==> config.mk <==
export PLATFORM = sky130hd
export DESIGN_NAME = sensor_batch_statistics
export DESIGN_NICKNAME = d
export VERILOG_FILES = /design/src/hw/rtl/sbs_pkg.sv /design/src/hw/rtl/sbs_div.sv /design/src/hw/rtl/sbs_datapath.sv /design/src/hw/rtl/sbs_ctrl.sv /design/src/hw/rtl/sensor_batch_statistics.sv
export SDC_FILE = /design/constraint.sdc
export NUM_CORES = 1
export LEC_CHECK = 0
export ABC_CLOCK_PERIOD_IN_PS = 7900
export BUFFER_PORTS_ARGS = -buffer_cell sky130_fd_sc_hd__buf_2
export CORE_UTILIZATION = 40
export DETAILED_ROUTE_END_ITERATION = 10
export GPL_TIMING_DRIVEN = 0
export PLACE_DENSITY = 0.57
export SLEW_MARGIN = 20
export SYNTH_ARGS = -nofsm -noshare
export SYNTH_HDL_FRONTEND = slang
export SYNTH_HIERARCHICAL = 1
export SYNTH_SLANG_ARGS = --single-unit
==> constraint.sdc <==
create_clock -name clk -period 7.9 [get_ports clk]
set_input_delay 0.79 -clock clk [delete_from_list [all_inputs] [get_ports clk]]
set_output_delay 0.79 -clock clk [all_outputs]
set_load 0.05 [all_outputs]
==> src/hw/rtl/sbs_pkg.sv <==
// Shared constants and control types for the sensor batch statistics block.
// Used by every module under hw/rtl; depends on nothing else.
`timescale 1ns / 1ps
`default_nettype none

package sbs_pkg;

	// Batch size limit; readings past it are dropped
	localparam int MAX_READINGS = 128;

	// Field widths
	localparam int DATA_W    = 16;
	localparam int OUT_CNT_W = 8;
	localparam int CFG_IDX_W = 2;

	// Exact count width, and a sum wide enough for a full batch of positive readings
	localparam int CNT_W  = $clog2(MAX_READINGS + 1);
	localparam int SUM_W  = (DATA_W - 1) + CNT_W;
	localparam int STEP_W = $clog2(SUM_W + 1);

	localparam logic [CNT_W:0] MAX_TOTAL = (CNT_W + 1)'(MAX_READINGS);

	// Configuration register indexes
	localparam logic [CFG_IDX_W-1:0] REG_WARNING  = 2'd0;
	localparam logic [CFG_IDX_W-1:0] REG_CRITICAL = 2'd1;
	localparam logic [CFG_IDX_W-1:0] REG_SHUTDOWN = 2'd2;

	// Threshold reset values, 1/16 degree
	localparam logic signed [DATA_W-1:0] WARNING_RESET  = 16'sd480;
	localparam logic signed [DATA_W-1:0] CRITICAL_RESET = 16'sd720;
	localparam logic signed [DATA_W-1:0] SHUTDOWN_RESET = 16'sd960;

	localparam logic signed [DATA_W-1:0] MIN_RESET = 16'sh7FFF;
	localparam logic signed [DATA_W-1:0] MAX_RESET = 16'sh8000;

	// Controller to datapath commands
	typedef struct packed {
		logic acc_en;
		logic snap_ld;
		logic div_start;
		logic out_ld;
	} sbs_cmd_t;

	// Datapath to controller status
	typedef struct packed {
		logic div_done;
	} sbs_stat_t;

endpackage

`default_nettype wire

==> src/hw/rtl/sbs_div.sv <==
// Restoring divider for the batch average, one quotient bit per cycle.
// Depends on sbs_pkg for the sum and count widths.
`timescale 1ns / 1ps
`default_nettype none

module sbs_div (
	input  logic                        clk,
	input  logic                        arst_n,
	input  logic                        start,
	input  logic [sbs_pkg::SUM_W-1:0]   dividend,
	input  logic [sbs_pkg::CNT_W-1:0]   divisor,
	output logic [sbs_pkg::SUM_W-1:0]   quotient,
	output logic                        done
);
	import sbs_pkg::*;

	logic              busy_q;
	logic              done_q;
	logic [STEP_W-1:0] step_q;
	logic [SUM_W-1:0]  quo_q;
	logic [CNT_W-1:0]  rem_q;
	logic [CNT_W-1:0]  dvs_q;
	logic [CNT_W:0]    trial;
	logic [CNT_W:0]    trial_sub;
	logic              fits;

	// Shift in the next dividend bit and try the subtract
	always_comb begin
		trial     = {rem_q, quo_q[SUM_W-1]};
		fits      = trial >= {1'b0, dvs_q};
		trial_sub = trial - {1'b0, dvs_q};
	end

	// Step control
	always_ff @(posedge clk or negedge arst_n) begin
		if (!arst_n) begin
			busy_q <= 1'b0;
			done_q <= 1'b0;
			step_q <= '0;
		end else begin
			done_q <= 1'b0;
			if (start) begin
				busy_q <= 1'b1;
				step_q <= STEP_W'(SUM_W);
			end else if (busy_q) begin
				step_q <= step_q - STEP_W'(1);
				if (step_q == STEP_W'(1)) begin
					busy_q <= 1'b0;
					done_q <= 1'b1;
				end
			end
		end
	end

	// Quotient and remainder
	always_ff @(posedge clk) begin
		if (start) begin
			quo_q <= dividend;
			rem_q <= '0;
			dvs_q <= divisor;
		end else if (busy_q) begin
			quo_q <= {quo_q[SUM_W-2:0], fits};
			rem_q <= fits ? trial_sub[CNT_W-1:0] : trial[CNT_W-1:0];
		end
	end

	assign quotient = quo_q;
	assign done     = done_q;

endmodule

`default_nettype wire

==> src/hw/rtl/sbs_datapath.sv <==
// Datapath: threshold registers, batch accumulators, end-of-batch snapshot,
// average divider and output register. Depends on sbs_pkg and sbs_div.
`timescale 1ns / 1ps
`default_nettype none

module sbs_datapath (
	input  logic                                clk,
	input  logic                                arst_n,
	input  logic                                cfg_we,
	input  logic [sbs_pkg::CFG_IDX_W-1:0]       cfg_index,
	input  logic [sbs_pkg::DATA_W-1:0]          cfg_data,
	input  logic signed [sbs_pkg::DATA_W-1:0]   reading,
	input  sbs_pkg::sbs_cmd_t                   cmd,
	output sbs_pkg::sbs_stat_t                  stat,
	output logic [sbs_pkg::OUT_CNT_W-1:0]       valid_count,
	output logic [sbs_pkg::OUT_CNT_W-1:0]       skipped_count,
	output logic [sbs_pkg::OUT_CNT_W-1:0]       first_critical_index,
	output logic signed [sbs_pkg::DATA_W-1:0]   first_critical_value,
	output logic signed [sbs_pkg::DATA_W-1:0]   minimum,
	output logic signed [sbs_pkg::DATA_W-1:0]   maximum,
	output logic signed [sbs_pkg::DATA_W-1:0]   average,
	output logic [sbs_pkg::OUT_CNT_W-1:0]       normal_count,
	output logic [sbs_pkg::OUT_CNT_W-1:0]       warning_count,
	output logic [sbs_pkg::OUT_CNT_W-1:0]       critical_band_count,
	output logic [sbs_pkg::OUT_CNT_W-1:0]       shutdown_count
);
	import sbs_pkg::*;

	localparam int NUM_BANDS = 4;
	localparam logic [1:0] BAND_NORMAL   = 2'd0;
	localparam logic [1:0] BAND_WARNING  = 2'd1;
	localparam logic [1:0] BAND_CRITICAL = 2'd2;
	localparam logic [1:0] BAND_SHUTDOWN = 2'd3;

	// Thresholds
	logic signed [DATA_W-1:0] warn_th_q;
	logic signed [DATA_W-1:0] crit_th_q;
	logic signed [DATA_W-1:0] shut_th_q;

	// Running batch state
	logic [SUM_W-1:0]         sum_q;
	logic signed [DATA_W-1:0] min_q;
	logic signed [DATA_W-1:0] max_q;
	logic [CNT_W-1:0]         good_q;
	logic [CNT_W-1:0]         skip_q;
	logic [CNT_W-1:0]         band_q [NUM_BANDS];
	logic [CNT_W-1:0]         crit_idx_q;
	logic signed [DATA_W-1:0] crit_val_q;
	logic                     crit_found_q;

	// Next values after the current request
	logic [SUM_W-1:0]         sum_nxt;
	logic signed [DATA_W-1:0] min_nxt;
	logic signed [DATA_W-1:0] max_nxt;
	logic [CNT_W-1:0]         good_nxt;
	logic [CNT_W-1:0]         skip_nxt;
	logic [CNT_W-1:0]         band_nxt [NUM_BANDS];
	logic [CNT_W-1:0]         crit_idx_nxt;
	logic signed [DATA_W-1:0] crit_val_nxt;
	logic                     crit_found_nxt;
	logic                     room;
	logic                     pos;
	logic                     take_good;
	logic                     take_skip;
	logic [1:0]               band;

	// End-of-batch snapshot
	logic [CNT_W-1:0]         snap_good_q;
	logic [CNT_W-1:0]         snap_skip_q;
	logic [CNT_W-1:0]         snap_crit_idx_q;
	logic signed [DATA_W-1:0] snap_crit_val_q;
	logic signed [DATA_W-1:0] snap_min_q;
	logic signed [DATA_W-1:0] snap_max_q;
	logic [CNT_W-1:0]         snap_band_q [NUM_BANDS];

	// Output register
	logic [OUT_CNT_W-1:0]     out_good_q;
	logic [OUT_CNT_W-1:0]     out_skip_q;
	logic [OUT_CNT_W-1:0]     out_crit_idx_q;
	logic signed [DATA_W-1:0] out_crit_val_q;
	logic signed [DATA_W-1:0] out_min_q;
	logic signed [DATA_W-1:0] out_max_q;
	logic signed [DATA_W-1:0] out_avg_q;
	logic [OUT_CNT_W-1:0]     out_band_q [NUM_BANDS];

	logic [SUM_W-1:0]         quotient;
	logic                     div_done;

	// Write thresholds; indexes past the list are ignored
	always_ff @(posedge clk or negedge arst_n) begin
		if (!arst_n) begin
			warn_th_q <= WARNING_RESET;
			crit_th_q <= CRITICAL_RESET;
			shut_th_q <= SHUTDOWN_RESET;
		end else if (cfg_we) begin
			case (cfg_index)
				REG_WARNING:  warn_th_q <= cfg_data;
				REG_CRITICAL: crit_th_q <= cfg_data;
				REG_SHUTDOWN: shut_th_q <= cfg_data;
				default:      ;
			endcase
		end
	end

	// Classify the reading and work out the updated batch state
	always_comb begin
		room      = ({1'b0, good_q} + {1'b0, skip_q}) < MAX_TOTAL;
		pos       = reading > $signed(DATA_W'(0));
		take_good = cmd.acc_en && room && pos;
		take_skip = cmd.acc_en && room && !pos;

		if (reading >= shut_th_q)
			band = BAND_SHUTDOWN;
		else if (reading >= crit_th_q)
			band = BAND_CRITICAL;
		else if (reading >= warn_th_q)
			band = BAND_WARNING;
		else
			band = BAND_NORMAL;

		good_nxt = good_q + CNT_W'(take_good);
		skip_nxt = skip_q + CNT_W'(take_skip);
		sum_nxt  = take_good ? sum_q + SUM_W'($unsigned(reading)) : sum_q;
		min_nxt  = (take_good && reading < min_q) ? reading : min_q;
		max_nxt  = (take_good && reading > max_q) ? reading : max_q;

		for (int b = 0; b < NUM_BANDS; b++)
			band_nxt[b] = band_q[b] + CNT_W'(take_good && band == 2'(b));

		crit_found_nxt = crit_found_q;
		crit_idx_nxt   = crit_idx_q;
		crit_val_nxt   = crit_val_q;
		if (take_good && !crit_found_q && reading >= crit_th_q) begin
			crit_found_nxt = 1'b1;
			crit_idx_nxt   = good_nxt;
			crit_val_nxt   = reading;
		end
	end

	// Advance the batch state; clear it when the last reading goes to the snapshot
	always_ff @(posedge clk or negedge arst_n) begin
		if (!arst_n) begin
			sum_q        <= '0;
			min_q        <= MIN_RESET;
			max_q        <= MAX_RESET;
			good_q       <= '0;
			skip_q       <= '0;
			crit_idx_q   <= '0;
			crit_val_q   <= '0;
			crit_found_q <= 1'b0;
			for (int b = 0; b < NUM_BANDS; b++)
				band_q[b] <= '0;
		end else if (cmd.snap_ld) begin
			sum_q        <= '0;
			min_q        <= MIN_RESET;
			max_q        <= MAX_RESET;
			good_q       <= '0;
			skip_q       <= '0;
			crit_idx_q   <= '0;
			crit_val_q   <= '0;
			crit_found_q <= 1'b0;
			for (int b = 0; b < NUM_BANDS; b++)
				band_q[b] <= '0;
		end else if (cmd.acc_en) begin
			sum_q        <= sum_nxt;
			min_q        <= min_nxt;
			max_q        <= max_nxt;
			good_q       <= good_nxt;
			skip_q       <= skip_nxt;
			crit_idx_q   <= crit_idx_nxt;
			crit_val_q   <= crit_val_nxt;
			crit_found_q <= crit_found_nxt;
			for (int b = 0; b < NUM_BANDS; b++)
				band_q[b] <= band_nxt[b];
		end
	end

	// Capture the finished batch; an empty batch reports zero extremes
	always_ff @(posedge clk) begin
		if (cmd.snap_ld) begin
			snap_good_q     <= good_nxt;
			snap_skip_q     <= skip_nxt;
			snap_crit_idx_q <= crit_idx_nxt;
			snap_crit_val_q <= crit_val_nxt;
			snap_min_q      <= (good_nxt == '0) ? '0 : min_nxt;
			snap_max_q      <= (good_nxt == '0) ? '0 : max_nxt;
			for (int b = 0; b < NUM_BANDS; b++)
				snap_band_q[b] <= band_nxt[b];
		end
	end

	// Average: sum over count, started on the final sum
	sbs_div u_div (
		.clk      (clk),
		.arst_n   (arst_n),
		.start    (cmd.div_start),
		.dividend (sum_nxt),
		.divisor  (good_nxt),
		.quotient (quotient),
		.done     (div_done)
	);

	assign stat.div_done = div_done;

	// Load the output register
	always_ff @(posedge clk) begin
		if (cmd.out_ld) begin
			out_good_q     <= OUT_CNT_W'(snap_good_q);
			out_skip_q     <= OUT_CNT_W'(snap_skip_q);
			out_crit_idx_q <= OUT_CNT_W'(snap_crit_idx_q);
			out_crit_val_q <= snap_crit_val_q;
			out_min_q      <= snap_min_q;
			out_max_q      <= snap_max_q;
			out_avg_q      <= (snap_good_q == '0) ? '0 : DATA_W'(quotient);
			for (int b = 0; b < NUM_BANDS; b++)
				out_band_q[b] <= OUT_CNT_W'(snap_band_q[b]);
		end
	end

	assign valid_count          = out_good_q;
	assign skipped_count        = out_skip_q;
	assign first_critical_index = out_crit_idx_q;
	assign first_critical_value = out_crit_val_q;
	assign minimum              = out_min_q;
	assign maximum              = out_max_q;
	assign average              = out_avg_q;
	assign normal_count         = out_band_q[BAND_NORMAL];
	assign warning_count        = out_band_q[BAND_WARNING];
	assign critical_band_count  = out_band_q[BAND_CRITICAL];
	assign shutdown_count       = out_band_q[BAND_SHUTDOWN];

endmodule

`default_nettype wire

==> src/hw/rtl/sbs_ctrl.sv <==
// Controller: input stall, batch-end sequencing and output valid.
// Depends on sbs_pkg for the command and status types.
`timescale 1ns / 1ps
`default_nettype none

module sbs_ctrl (
	input  logic               clk,
	input  logic               arst_n,
	input  logic               in_valid,
	input  logic               last,
	output logic               in_stall,
	output logic               out_valid,
	input  logic               out_stall,
	output sbs_pkg::sbs_cmd_t  cmd,
	input  sbs_pkg::sbs_stat_t stat
);
	import sbs_pkg::*;

	localparam logic [1:0] ST_ACC  = 2'd0;
	localparam logic [1:0] ST_DIV  = 2'd1;
	localparam logic [1:0] ST_HOLD = 2'd2;

	logic [1:0] state_q;
	logic [1:0] state_nxt;
	logic       out_valid_q;
	logic       out_free;
	logic       accept;

	// Take requests only while no batch end is pending
	always_comb begin
		in_stall      = (state_q != ST_ACC);
		accept        = in_valid && !in_stall;
		out_free      = !out_valid_q || !out_stall;
		cmd.acc_en    = accept;
		cmd.snap_ld   = accept && last;
		cmd.div_start = accept && last;
		cmd.out_ld    = ((state_q == ST_DIV && stat.div_done) || state_q == ST_HOLD)
		                && out_free;
	end

	// Next state
	always_comb begin
		state_nxt = state_q;
		case (state_q)
			ST_ACC: begin
				if (cmd.snap_ld)
					state_nxt = ST_DIV;
			end
			ST_DIV: begin
				if (stat.div_done)
					state_nxt = cmd.out_ld ? ST_ACC : ST_HOLD;
			end
			ST_HOLD: begin
				if (cmd.out_ld)
					state_nxt = ST_ACC;
			end
			default: state_nxt = ST_ACC;
		endcase
	end

	always_ff @(posedge clk or negedge arst_n) begin
		if (!arst_n) begin
			state_q     <= ST_ACC;
			out_valid_q <= 1'b0;
		end else begin
			state_q <= state_nxt;
			if (cmd.out_ld)
				out_valid_q <= 1'b1;
			else if (!out_stall)
				out_valid_q <= 1'b0;
		end
	end

	assign out_valid = out_valid_q;

	// Never overwrite a result the receiver has not taken
	a_no_overwrite: assert property (@(posedge clk) disable iff (!arst_n)
		cmd.out_ld |-> !(out_valid_q && out_stall))
		else $error("result overwritten while stalled");

	// The divider finishes only while a batch end is being worked on
	a_done_in_div: assert property (@(posedge clk) disable iff (!arst_n)
		stat.div_done |-> state_q == ST_DIV)
		else $error("divider done outside of divide state");

	// A batch end always leads into the divide state
	a_snap_to_div: assert property (@(posedge clk) disable iff (!arst_n)
		cmd.snap_ld |=> state_q == ST_DIV)
		else $error("batch end did not start the divide");

	// Loading a result frees the input side
	a_ld_release: assert property (@(posedge clk) disable iff (!arst_n)
		cmd.out_ld |=> !in_stall && out_valid)
		else $error("output load did not release intake");

endmodule

`default_nettype wire

==> src/hw/rtl/sensor_batch_statistics.sv <==
// Top level of the sensor batch statistics block: controller plus datapath.
// Depends on sbs_pkg, sbs_ctrl and sbs_datapath.
//
// Usage:
//   Input channel (in_valid / in_stall, reading, last): one temperature reading
//   per request, signed, 1/16 degree. A request is taken at an edge with
//   in_valid high and in_stall low. Within a batch one reading is taken every
//   cycle. The request marked last closes the batch.
//   Output channel (out_valid / out_stall): one result per batch, from an
//   output register; it holds steady while out_stall is high.
//   Batch end: after the last reading the average comes from a restoring
//   divider that retires one quotient bit per cycle over the 23-bit sum;
//   in_stall stays high from then until the result is loaded into the
//   output register. A finished result waiting for the receiver does
//   not hold up intake: the next batch runs and only its own end waits for the
//   output register to free up.
//   Config port (cfg_we, cfg_index, cfg_data): thresholds 0 warning,
//   1 critical, 2 shutdown; write only while the block is idle.
//   Reset (arst_n low): thresholds return to 480 / 720 / 960, the batch is
//   cleared and no result is pending.
`timescale 1ns / 1ps
`default_nettype none

module sensor_batch_statistics (
	input  logic                                clk,
	input  logic                                arst_n,
	input  logic                                cfg_we,
	input  logic [sbs_pkg::CFG_IDX_W-1:0]       cfg_index,
	input  logic [sbs_pkg::DATA_W-1:0]          cfg_data,
	input  logic                                in_valid,
	output logic                                in_stall,
	input  logic signed [sbs_pkg::DATA_W-1:0]   reading,
	input  logic                                last,
	output logic                                out_valid,
	input  logic                                out_stall,
	output logic [sbs_pkg::OUT_CNT_W-1:0]       valid_count,
	output logic [sbs_pkg::OUT_CNT_W-1:0]       skipped_count,
	output logic [sbs_pkg::OUT_CNT_W-1:0]       first_critical_index,
	output logic signed [sbs_pkg::DATA_W-1:0]   first_critical_value,
	output logic signed [sbs_pkg::DATA_W-1:0]   minimum,
	output logic signed [sbs_pkg::DATA_W-1:0]   maximum,
	output logic signed [sbs_pkg::DATA_W-1:0]   average,
	output logic [sbs_pkg::OUT_CNT_W-1:0]       normal_count,
	output logic [sbs_pkg::OUT_CNT_W-1:0]       warning_count,
	output logic [sbs_pkg::OUT_CNT_W-1:0]       critical_band_count,
	output logic [sbs_pkg::OUT_CNT_W-1:0]       shutdown_count
);
	import sbs_pkg::*;

	sbs_cmd_t  cmd;
	sbs_stat_t stat;

	sbs_ctrl u_ctrl (
		.clk       (clk),
		.arst_n    (arst_n),
		.in_valid  (in_valid),
		.last      (last),
		.in_stall  (in_stall),
		.out_valid (out_valid),
		.out_stall (out_stall),
		.cmd       (cmd),
		.stat      (stat)
	);

	sbs_datapath u_datapath (
		.clk                  (clk),
		.arst_n               (arst_n),
		.cfg_we               (cfg_we),
		.cfg_index            (cfg_index),
		.cfg_data             (cfg_data),
		.reading              (reading),
		.cmd                  (cmd),
		.stat                 (stat),
		.valid_count          (valid_count),
		.skipped_count        (skipped_count),
		.first_critical_index (first_critical_index),
		.first_critical_value (first_critical_value),
		.minimum              (minimum),
		.maximum              (maximum),
		.average              (average),
		.normal_count         (normal_count),
		.warning_count        (warning_count),
		.critical_band_count  (critical_band_count),
		.shutdown_count       (shutdown_count)
	);

endmodule

`default_nettype wire
==> summary.txt <==
status = completed
Crit Path Max Fanout = 10
Synth top cells by count = edfxtp_1 (255), dfrtp_1 (158), nand2_1 (155)
postcts setup bufs = 0
grt ovf = 0
Worst Skew = 24.9 ps
Setup WS post-layout = 2520 ps
M1 WL = 22.0 mm
crit-path max cell delay = 690 ps
Hold WC Path Type = input port to asynchronous set/reset pin
Post-Syn Instances = 1652
CTS Sinks = 449
multiplexer area fraction after synthesis = 5.22%
Worst-Margin Slew = 1090 ps
Post-Synth Adder-Cell Area = 7.76%
Power Dens Cells = 284 nW/µm²
met2 WL = 21.9 mm
fmax = 0.186 GHz
Site Rows = 82
proportion of synthesized chip area in sequential cells = 61.0%
Skew-Pair Late Insertion Delay = 600 ps
flop2flop setup slack = 2520 ps
unrepaired setup endpoints after global routing = no
top cells by area, synth = edfxtp_1 (37%), dfrtp_1 (19%), ha_1 (7.6%)
Top Ports = 162
highest routed layer = met4
CTS resizes = 0
Synth Area in Compound Gates = 6.84%
CP Capture Type = flip-flop
final core utilization = 48.2%
CP Cell Sequence = or2_1 -> nor2_1 -> buf_4 -> buf_4 -> or4b_4 -> nor3_4 -> nand2_4 -> inv_4 -> ha_1 -> ha_1 -> nand3_1 -> xnor2_1 -> nor3_1 -> nand2_1 -> nor3_1 -> clkbuf_1 -> nor2_1
final setup TNS = 0 ps
total power = 6.90 mW
Leakage Power = 10.3 nW
DRT iter0 DRCs = 818
Synth Register Bits = 449
CP max stage cell = nor3_1
# DRC = 0
Cell variety after synth = 81
mapped cell area = 20500 µm²
Final GP Congestion = 0.822
most common cell in the synthesized netlist = edfxtp_1
reg-to-reg startpoint = u_ctrl/state_q[0]$_DFFE_PN0P_
Max H-tree Level = 2
Place WS = 2210 ps
vias in the first global route = 13200
syn_area_per_cell = 12.4 µm²
Main synth FF type = edfxtp_1
root buffer cell = clkbuf_16
CP Launch Type = flip-flop
number of buffers created by CTS = 50
CP top delay family = simple AND/OR/NAND/NOR gates
Core ar. = 50400 µm²
WL met3 = 2.25 mm
initial antenna violation count = 1
fin crit period = 5380 ps
Worst-path clk slew = 60 ps
Buffers & Inverters on Critical Path = 4
Post-DP HPWL = 32.6 mm
Critical Path AT = 5690 ps
die area = 52200 µm²
Port Buffer Count = 161
Placed Area = 22400 µm²
Max VDD drop = 164 µV
clock buffer depth = 3
Antenna Nets Post-Route = 0
Post-synth EDFFs = 255
CTS tree = done
relative max-transition margin = 27.3%
asr flop ratio synth = 41.4%
syn_nets = 1818
Post-Synth Simple-Gate Area = 11.9%
layout cells sized above 1 = 19.2%
area leader, netlist = edfxtp_1
routed vias/inst = 5.06
post-placement cell count = 2493
FF-to-FF path depth = 17
drt wl/cell = 18.3 µm
non-filler cells, final = 2588
starting density of the core = 40.7%
DRT Wirelength = 47.3 mm
global-route wire length before repair = 74.4 mm
Die H = 228 µm
Layout area overhead = 18.5%
Critical Path RT = 8210 ps
hold slack = 69.0 ps
largest family of logic cells by synthesized area = simple AND/OR/NAND/NOR gates
Yosys top cell area share = 37.4%
Total GRT Usage = 18.3%
final setup fails = 0
max cap viols = 0
Slew Limit Fails = 0
Design Area, Final = 24300 µm²
xor and xnor area share after synthesis = 3.97%
final net count = 2039
reg2reg end = u_datapath/snap_min_q[4]$_SDFFCE_PN0P_
Syn. warnings = 6
CTS Hold Buffers Added = 0
first drt pass iteration count = 5
via count = 13100
Critical Setup Path Class = flip-flop to flip-flop
Hold Fails Final Rpt = 0
largest net degree at the start of global routing = 107
Die Width = 228 µm
Period Utilization, post-route = 68.1%
[cells by family after synthesis]
family,after synthesis
simple gates,505
flops,449
compound gates,217
buf+inv,162
fa+ha+maj,126
mux,100
xor+xnor,93
[state kept, by name (all words and copies together) (netlist names), 16 cells and up]
name / count
u_datapath/minimum: 16
u_datapath/u_div/quotient: 23
u_datapath/band_q: 32
u_datapath/max_q: 16
u_datapath/crit_th_q: 16
u_datapath/first_critical_value: 16
u_datapath/shut_th_q: 16
u_datapath/snap_crit_val_q: 16
u_datapath/average: 16
u_datapath/snap_band_q: 32
u_datapath/snap_min_q: 16
u_datapath/maximum: 16
u_datapath/snap_max_q: 16
u_datapath/min_q: 16
u_datapath/out_band_q: 32
u_datapath/crit_val_q: 16
u_datapath/warn_th_q: 16
u_datapath/sum_q: 23
[worst max path at each step]
stage / from / slack (ps) / cells after the start / endpoint
floorplan: out_stall / 700 / 2 / u_datapath/average[0]$_SDFFCE_PN0P_
global placement: out_stall / -2310 / 3 / u_datapath/out_band_q[2][4]$_DFFE_PP_
detailed placement: in_valid / 2210 / 18 / u_datapath/snap_min_q[4]$_SDFFCE_PN0P_
CTS: u_ctrl/state_q[0]$_DFFE_PN0P_ / 2430 / 16 / u_datapath/snap_min_q[4]$_SDFFCE_PN0P_
global route: u_ctrl/state_q[0]$_DFFE_PN0P_ / 2220 / 17 / u_datapath/snap_min_q[4]$_SDFFCE_PN0P_
finish: u_ctrl/state_q[0]$_DFFE_PN0P_ / 2520 / 17 / u_datapath/snap_min_q[4]$_SDFFCE_PN0P_
[final cells by class]
cell class              count  area [µm²]
fillers                  4488       26100
flip-flops and latches    449       12500
multi-input cells        1041        7340
clock buffers              56        1290
repair buffers            169        1040
well taps                 672         841
clock inverters            38         593
inverters                 109         412
plain buffers              53         264
diodes                      1        2.50
[metal layers]
metal | vias to the layer above | GRT usage [%]
li1 | 6322 | -
met1 | 6397 | 25.2
met2 | 292 | 29.5
met3 | 75 | 2.91
met4 | 0 | 5.73
met5 | - | 0
[layout by cell type, fill, tap and decap left out, types with 45 or more instances in the layout]
cell         n
a21oi_1     64
buf_2      161
clkbuf_16   50
dfrtp_1    158
edfxtp_1   255
ha_1       124
inv_1      108
mux2_2      56
nand2_1    155
nor2_1     131
o21ai_0     45
xor2_1      65
[power by group]
part           internal (mW)  total, mW  leakage, nW  switching, mW
registers               2.80       2.94         4.68          0.134
clock network           1.65       2.62        0.909          0.976
logic                  0.555       1.34         4.72          0.786
[worst register-to-register path, cell delays in order (launching register included)]
cell and delay (ps):
dfrtp_1 400, or2_1 280, nor2_1 160, buf_4 130, buf_4 180, or4b_4 500, nor3_4 500, nand2_4 180
inv_4 240, ha_1 260, ha_1 270, nand3_1 120, xnor2_1 230, nor3_1 200, nand2_1 70, nor3_1 690
clkbuf_1 540, nor2_1 150
Power figures use the tool's default switching activity.
